$ cat config.mk
export PLATFORM = sky130hd
export DESIGN_NAME = keypoint_record_varbyte_encoder
export DESIGN_NICKNAME = d
export VERILOG_FILES = /design/src/kvbe_pkg.sv /design/src/kvbe_front.sv /design/src/kvbe_jobq.sv /design/src/kvbe_back.sv /design/src/keypoint_record_varbyte_encoder.sv
export SDC_FILE = /design/constraint.sdc
export NUM_CORES = 1
export LEC_CHECK = 0
export BUFFER_PORTS_ARGS = -buffer_cell sky130_fd_sc_hd__buf_4
export CORE_AREA = 2 2 261 315
export CTS_BUF_LIST = sky130_fd_sc_hd__clkbuf_16
export DETAILED_ROUTE_END_ITERATION = 8
export DIE_AREA = 0 0 263 317
export PLACE_DENSITY = 0.43
export SLEW_MARGIN = 30
export SYNTH_ARGS = -nofsm -noshare
export SYNTH_HDL_FRONTEND = slang
export SYNTH_HIERARCHICAL = 1
export SYNTH_SLANG_ARGS = --single-unit
$ cat constraint.sdc
create_clock -name clk -period 7.62 [get_ports clk]
set_input_delay 1.143 -clock clk [delete_from_list [all_inputs] [get_ports clk]]
set_output_delay 1.143 -clock clk [all_outputs]
set_load 0.03 [all_outputs]
$ cat src/kvbe_pkg.sv
// kvbe_pkg: shared types and constants of the keypoint record varbyte encoder
// no dependencies; imported by every module under src

package kvbe_pkg;

	localparam int unsigned BYTE_W      = 8;
	localparam int unsigned HDR_BITS    = 64;
	localparam int unsigned JOB_W       = HDR_BITS + BYTE_W;
	localparam int unsigned CW_W        = 24;
	localparam int unsigned GROUP_BITS  = 7;
	localparam int unsigned VAL_W       = 28;
	localparam int unsigned JOB_DEPTH_DEF = 4;

	localparam logic [3:0] HDR_LAST     = 4'd8;
	localparam logic [3:0] CW_LAST      = 4'd2;
	localparam logic [2:0] HDR_VAL_LAST = 3'd4;

	// one unit of work handed from parser to emitter
	typedef struct packed {
		logic             hdr;   // header record (five values) or a codeword
		logic [JOB_W-1:0] data;  // {x, y, angle, size, count} or codeword in low bits
	} job_t;

	// one result word
	typedef struct packed {
		logic [BYTE_W-1:0] out_byte;
		logic              value_end;
		logic              run_last;
	} res_t;

endpackage

$ cat src/kvbe_front.sv
// kvbe_front: record parser, takes raw bytes and hands finished values on as jobs
// depends on kvbe_pkg

module kvbe_front (
	input  logic                        clk,
	input  logic                        arst_n,
	input  logic                        accept_i,
	input  logic [kvbe_pkg::BYTE_W-1:0] byte_i,
	input  logic                        blob_end_i,
	output logic                        job_valid_o,
	output kvbe_pkg::job_t              job_o
);
	import kvbe_pkg::*;

	logic [HDR_BITS-1:0] hstore_q;
	logic [3:0]          pos_q;
	logic                phase_q;
	logic [BYTE_W-1:0]   left_q;
	logic [15:0]         partial_q;
	logic                hdr_done;
	logic                cw_done;
	logic [BYTE_W-1:0]   left_dec;

	assign hdr_done = !phase_q && (pos_q >= HDR_LAST);
	assign cw_done  = phase_q && (pos_q >= CW_LAST);
	assign left_dec = (left_q != '0) ? left_q - 1'b1 : '0;

	assign job_valid_o = accept_i && (hdr_done || cw_done);
	always_comb begin
		job_o.hdr  = !phase_q;
		job_o.data = phase_q ? {{(JOB_W-CW_W){1'b0}}, partial_q, byte_i}
		                     : {hstore_q, byte_i};
	end

	always_ff @(posedge clk or negedge arst_n) begin
		if (!arst_n) begin
			hstore_q  <= '0;
			pos_q     <= '0;
			phase_q   <= 1'b0;
			left_q    <= '0;
			partial_q <= '0;
		end else if (accept_i) begin
			if (blob_end_i) begin
				// end of blob drops any partial header or codeword
				hstore_q  <= '0;
				pos_q     <= '0;
				phase_q   <= 1'b0;
				left_q    <= '0;
				partial_q <= '0;
			end else if (!phase_q) begin
				if (hdr_done) begin
					hstore_q <= '0;
					pos_q    <= '0;
					if (byte_i != '0) begin
						phase_q   <= 1'b1;
						left_q    <= byte_i;
						partial_q <= '0;
					end
				end else begin
					hstore_q <= {hstore_q[HDR_BITS-BYTE_W-1:0], byte_i};
					pos_q    <= pos_q + 1'b1;
				end
			end else begin
				if (cw_done) begin
					partial_q <= '0;
					pos_q     <= '0;
					left_q    <= left_dec;
					if (left_dec == '0)
						phase_q <= 1'b0;
				end else begin
					partial_q <= {partial_q[7:0], byte_i};
					pos_q     <= pos_q + 1'b1;
				end
			end
		end
	end

	a_hdr_pos: assert property (@(posedge clk) disable iff (!arst_n)
		!phase_q |-> pos_q <= HDR_LAST)
		else $error("header position out of range");
	a_cw_pos: assert property (@(posedge clk) disable iff (!arst_n)
		phase_q |-> pos_q <= CW_LAST)
		else $error("codeword position out of range");
	a_blob_end: assert property (@(posedge clk) disable iff (!arst_n)
		(accept_i && blob_end_i) |=> (pos_q == '0) && !phase_q && (left_q == '0))
		else $error("parser not back at header start after blob end");

endmodule

$ cat src/kvbe_jobq.sv
// kvbe_jobq: short job queue between parser and emitter
// depends on kvbe_pkg

module kvbe_jobq #(
	parameter int unsigned DEPTH = kvbe_pkg::JOB_DEPTH_DEF
) (
	input  logic           clk,
	input  logic           arst_n,
	input  logic           push_i,
	input  kvbe_pkg::job_t data_i,
	output logic           full_o,
	input  logic           pop_i,
	output logic           empty_o,
	output kvbe_pkg::job_t data_o
);
	import kvbe_pkg::*;

	localparam int unsigned AW = (DEPTH > 1) ? $clog2(DEPTH) : 1;
	localparam int unsigned CW = $clog2(DEPTH + 1);
	localparam logic [AW-1:0] PTR_LAST = AW'(DEPTH - 1);
	localparam logic [CW-1:0] CNT_FULL = CW'(DEPTH);

	job_t          mem_q [DEPTH];
	logic [AW-1:0] wptr_q;
	logic [AW-1:0] rptr_q;
	logic [CW-1:0] cnt_q;
	logic          do_push;
	logic          do_pop;

	assign full_o  = (cnt_q == CNT_FULL);
	assign empty_o = (cnt_q == '0);
	assign do_push = push_i && !full_o;
	assign do_pop  = pop_i && !empty_o;
	assign data_o  = mem_q[rptr_q];

	always_ff @(posedge clk) begin
		if (do_push)
			mem_q[wptr_q] <= data_i;
	end

	always_ff @(posedge clk or negedge arst_n) begin
		if (!arst_n) begin
			wptr_q <= '0;
			rptr_q <= '0;
			cnt_q  <= '0;
		end else begin
			if (do_push)
				wptr_q <= (wptr_q == PTR_LAST) ? '0 : wptr_q + 1'b1;
			if (do_pop)
				rptr_q <= (rptr_q == PTR_LAST) ? '0 : rptr_q + 1'b1;
			if (do_push && !do_pop)
				cnt_q <= cnt_q + 1'b1;
			else if (do_pop && !do_push)
				cnt_q <= cnt_q - 1'b1;
		end
	end

endmodule

$ cat src/kvbe_back.sv
// kvbe_back: emitter, turns each job into varbyte code words one per cycle
// while its two-entry result queue has room; depends on kvbe_pkg

module kvbe_back (
	input  logic           clk,
	input  logic           arst_n,
	input  logic           jq_empty_i,
	input  kvbe_pkg::job_t jq_data_i,
	output logic           jq_pop_o,
	input  logic           pop_i,
	output logic           empty_o,
	output kvbe_pkg::res_t res_o
);
	import kvbe_pkg::*;

	job_t                 job_q;
	logic                 busy_q;
	logic [2:0]           vidx_q;
	logic [1:0]           grp_q;
	logic                 first_q;
	logic [VAL_W-1:0]     cur_val;
	logic [1:0]           start_grp;
	logic [1:0]           grp_c;
	logic [GROUP_BITS-1:0] grp_bits;
	logic                 last_val;
	logic                 emit;
	logic                 done;
	logic                 load;
	res_t                 res_c;

	res_t                 ofifo_q [2];
	logic                 owptr_q;
	logic                 orptr_q;
	logic [1:0]           ocnt_q;
	logic                 opop;

	// value under work
	always_comb begin
		cur_val = '0;
		if (!job_q.hdr) begin
			cur_val = {{(VAL_W-CW_W){1'b0}}, job_q.data[CW_W-1:0]};
		end else begin
			case (vidx_q)
				3'd0:    cur_val = {{(VAL_W-16){1'b0}}, job_q.data[71:56]};
				3'd1:    cur_val = {{(VAL_W-16){1'b0}}, job_q.data[55:40]};
				3'd2:    cur_val = {{(VAL_W-16){1'b0}}, job_q.data[39:24]};
				3'd3:    cur_val = {{(VAL_W-16){1'b0}}, job_q.data[23:8]};
				default: cur_val = {{(VAL_W-BYTE_W){1'b0}}, job_q.data[7:0]};
			endcase
		end
	end

	// leading zero groups skipped
	always_comb begin
		if (cur_val[27:21] != '0)
			start_grp = 2'd3;
		else if (cur_val[20:14] != '0)
			start_grp = 2'd2;
		else if (cur_val[13:7] != '0)
			start_grp = 2'd1;
		else
			start_grp = 2'd0;
	end

	assign grp_c = first_q ? start_grp : grp_q;

	always_comb begin
		case (grp_c)
			2'd3:    grp_bits = cur_val[27:21];
			2'd2:    grp_bits = cur_val[20:14];
			2'd1:    grp_bits = cur_val[13:7];
			default: grp_bits = cur_val[6:0];
		endcase
	end

	assign last_val = !job_q.hdr || (vidx_q == HDR_VAL_LAST);
	assign emit     = busy_q && (ocnt_q != 2'd2);
	assign done     = emit && (grp_c == 2'd0) && last_val;
	assign load     = !jq_empty_i && (!busy_q || done);
	assign jq_pop_o = load;

	always_comb begin
		res_c.out_byte  = {(grp_c != 2'd0), grp_bits};
		res_c.value_end = (grp_c == 2'd0);
		res_c.run_last  = (grp_c == 2'd0) && last_val;
	end

	always_ff @(posedge clk) begin
		if (load)
			job_q <= jq_data_i;
		if (emit)
			ofifo_q[owptr_q] <= res_c;
	end

	always_ff @(posedge clk or negedge arst_n) begin
		if (!arst_n) begin
			busy_q  <= 1'b0;
			vidx_q  <= '0;
			grp_q   <= '0;
			first_q <= 1'b1;
		end else if (load) begin
			busy_q  <= 1'b1;
			vidx_q  <= '0;
			first_q <= 1'b1;
		end else if (done) begin
			busy_q <= 1'b0;
		end else if (emit) begin
			if (grp_c == 2'd0) begin
				vidx_q  <= vidx_q + 1'b1;
				first_q <= 1'b1;
			end else begin
				grp_q   <= grp_c - 1'b1;
				first_q <= 1'b0;
			end
		end
	end

	assign empty_o = (ocnt_q == 2'd0);
	assign opop    = pop_i && !empty_o;
	assign res_o   = ofifo_q[orptr_q];

	always_ff @(posedge clk or negedge arst_n) begin
		if (!arst_n) begin
			owptr_q <= 1'b0;
			orptr_q <= 1'b0;
			ocnt_q  <= '0;
		end else begin
			if (emit)
				owptr_q <= ~owptr_q;
			if (opop)
				orptr_q <= ~orptr_q;
			if (emit && !opop)
				ocnt_q <= ocnt_q + 1'b1;
			else if (opop && !emit)
				ocnt_q <= ocnt_q - 1'b1;
		end
	end

	a_ocnt: assert property (@(posedge clk) disable iff (!arst_n)
		ocnt_q <= 2'd2)
		else $error("result queue overflow");
	a_run_last: assert property (@(posedge clk) disable iff (!arst_n)
		(!empty_o && res_o.run_last) |-> res_o.value_end)
		else $error("run end word does not close a value");
	a_vidx: assert property (@(posedge clk) disable iff (!arst_n)
		busy_q |-> (vidx_q <= HDR_VAL_LAST))
		else $error("value index past header end");

endmodule

$ cat src/keypoint_record_varbyte_encoder.sv
// keypoint_record_varbyte_encoder: top level of the keypoint record varbyte encoder
// depends on kvbe_pkg, kvbe_front, kvbe_jobq, kvbe_back
//
// channel   direction  handshake            word
// -------   ---------  -------------------  ---------------------------------
// input     in         push / full          in_byte, blob_end
// result    out        empty / pop          out_byte, value_end, run_last
//
// one input word is taken per cycle while the job queue has room; a word that
// completes no value gives no result
// the emitter writes one result word per cycle while the result queue has room; a
// header gives 5 to 14, a codeword 1 to 4, so sustained rate is set by one port
// arst_n clears parser, job queue and result queue at once; no clearing pass
// a stalled result side fills the two-entry result queue, then the job queue,
// and only then raises full

module keypoint_record_varbyte_encoder #(
	parameter int unsigned JOB_DEPTH = kvbe_pkg::JOB_DEPTH_DEF
) (
	input  logic                        clk,
	input  logic                        arst_n,
	input  logic                        push,
	output logic                        full,
	input  logic [kvbe_pkg::BYTE_W-1:0] in_byte,
	input  logic                        blob_end,
	output logic                        empty,
	input  logic                        pop,
	output logic [kvbe_pkg::BYTE_W-1:0] out_byte,
	output logic                        value_end,
	output logic                        run_last
);
	import kvbe_pkg::*;

	logic accept;
	logic job_valid;
	job_t job_in;
	logic jq_full;
	logic jq_empty;
	logic jq_pop;
	job_t jq_data;
	res_t res;

	// whole queue must have room before a byte is taken, completing or not
	assign full   = jq_full;
	assign accept = push && !jq_full;

	kvbe_front u_front (
		.clk         (clk),
		.arst_n      (arst_n),
		.accept_i    (accept),
		.byte_i      (in_byte),
		.blob_end_i  (blob_end),
		.job_valid_o (job_valid),
		.job_o       (job_in)
	);

	kvbe_jobq #(
		.DEPTH (JOB_DEPTH)
	) u_jobq (
		.clk     (clk),
		.arst_n  (arst_n),
		.push_i  (job_valid),
		.data_i  (job_in),
		.full_o  (jq_full),
		.pop_i   (jq_pop),
		.empty_o (jq_empty),
		.data_o  (jq_data)
	);

	kvbe_back u_back (
		.clk        (clk),
		.arst_n     (arst_n),
		.jq_empty_i (jq_empty),
		.jq_data_i  (jq_data),
		.jq_pop_o   (jq_pop),
		.pop_i      (pop),
		.empty_o    (empty),
		.res_o      (res)
	);

	// result word straight from the head of the result queue
	assign out_byte  = res.out_byte;
	assign value_end = res.value_end;
	assign run_last  = res.run_last;

endmodule

==> impl_metrics.py <==
metrics = {
    "setup_path": {
        "r2r_end": "u_jobq/cnt_q[1]",
        "end_kind": "register",
        "startpoint": "u_back/vidx_q[2]",
        "crit_path_top_delay_cell": "dfrtp_1",
        "critical_path_class": "register to register",
        "reg2reg_depth": 16,
        "reg2reg_from": "u_back/vidx_q[2]",
        "reg2reg_slack_ns": 2.06,
        "required_ns": 8.07,
        "endpoint": "u_jobq/cnt_q[1]",
        "arrival_ns": 6.00,
        "worstPathMaxFanout": 22,
        "critPathLaunchType": "register",
        "max_stage_delay_ns": 0.75,
        "crit_path_cell_trace": "inv_1 -> ha_1 -> or4_4 -> and3_1 -> a211oi_2 -> o211ai_2 -> nand3_1 -> ha_1 -> inv_1 -> o31ai_1 -> nor2b_4 -> o31ai_2 -> ha_1 -> inv_1 -> fa_1 -> mux2_2",
    },
    "route": {
        "final_antenna_net_count": 0,
        "avgViaCountPerCell": 4.547,
        "drc_errors": 0,
        "first_iter_violations": 780,
        "vias": 10210,
        "drt_wl_total_um": 46300,
        "firstDrtPassIters": 9,
        "wire_per_inst_um": 20.62,
    },
    "synth": {
        "synth_top_area_share_pct": 57.92,
        "synth_fp_nets": 1180,
        "syn_inst": 1145,
        "netlist_area_sq_um": 19960,
        "synthTopCellsByArea": "edfxtp_1, dfrtp_1, mux4_2",
        "synth-seq-area-share_pct": 71.84,
        "synthArstFlopShare_pct": 22.38,
        "yosysWarnings": 6,
        "ys.flop_type": "edfxtp_1",
        "yosysUniqueCellTypes": 74,
        "synth_edf_count": 385,
        "synth.largest_area_cell": "edfxtp_1",
        "synth-seq-cells": 496,
        "avgSynthCellArea_sq_um": 17.43,
    },
    "sta": {
        "hold_viol": 0,
        "drv_slew": 0,
        "rsz0062_at_grt": "false",
        "worst_slack_ns": 2.065,
        "setup_viol": 0,
        "tns_ns": 0,
        "fmax_mhz": 180.0,
        "period_share_pct": 72.91,
        "tightest_slew_ns": 0.9549,
        "finalCriticalPeriod_ns": 5.555,
        "slew_headroom_pct": 36.34,
        "finClkSkew_ns": 0.01765,
    },
    "power_and_ir_drop": {
        "internal_power_w": 0.005573,
        "switching_share_pct": 31.30,
        "leakage_nw": 7.826,
        "clkPwrFrac_pct": 29.3,
        "p_sw_w": 0.002539,
        "p_comb_share_pct": 25.0,
        "total_power_w": 0.008112,
        "p_per_area_nw_per_um2": 355.7,
        "power.share.sequential_pct": 45.7,
        "vdd_drop_max_mv": 0.1493,
    },
    "hold_path": {
        "worst_hold_path_type": "register to register",
    },
    "clock_network": {
        "cts_inserted_buffers": 50,
        "clockBufferDepth": 3,
        "cts.hold.buffers_added": 0,
        "cts_tree": "done",
        "post_cts_resized": 0,
        "cts_setup_buffers": 0,
        "root_buffer": "clkbuf_16",
        "cts_sinks": 496,
        "worstSkewPairLatency_ns": 0.56,
        "clk_pin_slew_ns": 0.07,
        "cts_max_level": 2,
    },
    "layout": {
        "final_area_sq_um": 22810,
        "layout-drive-gt1-share_pct": 20.22,
        "fillCellCount": 7978,
        "area_growth_pct": 14.27,
        "final_cells": 2246,
        "nets": 1195,
        "diodes": 0,
    },
    "global_route": {
        "grt_pass1_wl_um": 70590,
        "grt_overflow_total": 0,
        "first_global_vias": 10800,
        "grt_util_all_layers_pct": 11.14,
        "grt_start_max_net_pins": 78,
        "antenna_found_initial": 0,
    },
    "floorplan": {
        "fp-row-count": 114,
        "dieWidth_um": 263,
        "core_area_sq_um": 80160,
        "io_pins": 25,
        "die-area_sq_um": 83370,
        "die_h_um": 317,
        "initial_utilization_pct": 24.90,
    },
    "place": {
        "place_area_sq_um": 21200,
        "gp_congestion": 0.8446,
        "io_buffers": 24,
        "hpwl_um": 28000,
        "place_ws_ns": 1.821,
        "place_inst": 2152,
    },
    "job": {
        "drv_cap": 0,
    },
    "outcome": {
        "status": "finished, final reports clean",
    },
}
flip-flops by register name (all words and copies together) (netlist names):
| signal | cells |
|---|---|
| u_back/ocnt_q | 2 |
| u_back/orptr_q | 1 |
| u_front/phase_q | 1 |
| u_front/pos_q | 4 |
| u_front/partial_q | 16 |
| u_back/owptr_q | 1 |
| u_back/busy_q | 1 |
| u_back/first_q | 1 |
| u_jobq/rptr_q | 2 |
| u_jobq/wptr_q | 2 |
| u_front/left_q | 8 |
| u_back/vidx_q | 3 |
| u_back/grp_q | 2 |
| u_back/ofifo_q | 20 |
| u_back/job_q | 73 |
| u_jobq/cnt_q | 3 |
| u_jobq/mem_q | 292 |
| u_front/hstore_q | 64 |
power by group through the flow:
stage | clock network (W) | registers [W] | logic [W]
global placement | 0 | 0.00381 | 0.00201
finish | 0.00238 | 0.00370 | 0.00203
detailed placement | 0 | 0.00377 | 0.00208
floorplan | 0 | 0.00355 | 0.00158
global route | 0.00255 | 0.00375 | 0.00222
CTS | 0.00245 | 0.00372 | 0.00209
layout make-up:
type	instances	area, sq um	share of cell area (%)
clock buffers	53	1326	5.815
clock inverters	41	275.3	1.207
inverters	21	78.83	0.3456
multi-input cells	553	5161	22.63
flip-flops and latches	496	14350	62.92
well taps	1044	1306	5.727
repair buffers	38	309.0	1.355
layer usage:
layer / up-vias / GRT usage [%] / wire length, um
li1: 4561 / - / -
met1: 5395 / 13.78 / 19650
met2: 180 / 20.17 / 24180
met3: 76 / 1.402 / 1235
met4: 0 / 3.688 / 1242
met5: - / 0 / 0
synth_stat cells, types with 9 or more instances:
library cell  count
nand2_1          67
mux2_2           29
buf_2            16
nor2_1           26
a31oi_1           9
nor3_1           14
buf_4            10
o31ai_1           9
ha_1             21
o21ai_0          40
buf_6            12
a222oi_1         16
nor2b_1          57
edfxtp_1        385
dfrtp_1         110
a21oi_1          10
buf_1             9
a22o_1           70
mux4_2           73
clkbuf_1         28
inv_1            21
cells in the final DEF (no fill, tap or decap), types with 7 or more instances in the layout:
master	n
dfrtp_1	107
a22o_1	70
o31ai_1	8
nand2_1	66
a222oi_1	16
buf_4	34
nor2b_1	56
edfxtp_1	385
clkbuf_16	53
o21ai_0	40
ha_1	21
clkinv_2	8
nor3_1	14
a21oi_1	10
a31oi_1	9
inv_1	31
mux4_2	73
nor2_1	26
nand2b_1	7
mux2_2	29
clkinv_1	15
stage by stage:
stage	hold slack, ns	utilization, %
detailed placement	0.4686	26.45
finish	0.4790	28.45
floorplan	0.4444	-
CTS	0.4827	28.45
global route	0.5099	28.45
global placement	0.4604	26.41
kinds of logic after synthesis:
kind of cell	after synthesis	synth area share (%)
compound gates	206	7.986
simple gates	208	5.591
buf+inv	96	2.545
mux	107	10.18
flops	496	71.84
xor+xnor	10	0.4388
fa+ha+maj	22	1.417
critical path: cells and delay by family, from the launching register on:
| kind | cells | cell delay (ns) |
|---|---|---|
| compound gates | 4 | 0.93 |
| fa+ha+maj | 4 | 1.67 |
| simple gates | 4 | 1.30 |
| buf+inv | 3 | 0.51 |
| mux | 1 | 0.27 |
| flops | 1 | 0.75 |
worst min-delay path by stage:
stage                          start                    end  slack, ns  cells after the start
2_1_floorplan  u_front/partial_q[10]  u_front/partial_q[10]       0.44                      2
3_3_place_gp   u_front/partial_q[12]  u_front/partial_q[12]       0.46                      2
3_5_place_dp   u_front/partial_q[10]  u_front/partial_q[10]       0.47                      2
4_1_cts        u_front/partial_q[10]  u_front/partial_q[10]       0.48                      2
5_1_grt        u_front/partial_q[10]  u_front/partial_q[10]       0.51                      2
6_report       u_front/partial_q[10]  u_front/partial_q[10]       0.48                      2
Power figures use the tool's default switching activity.
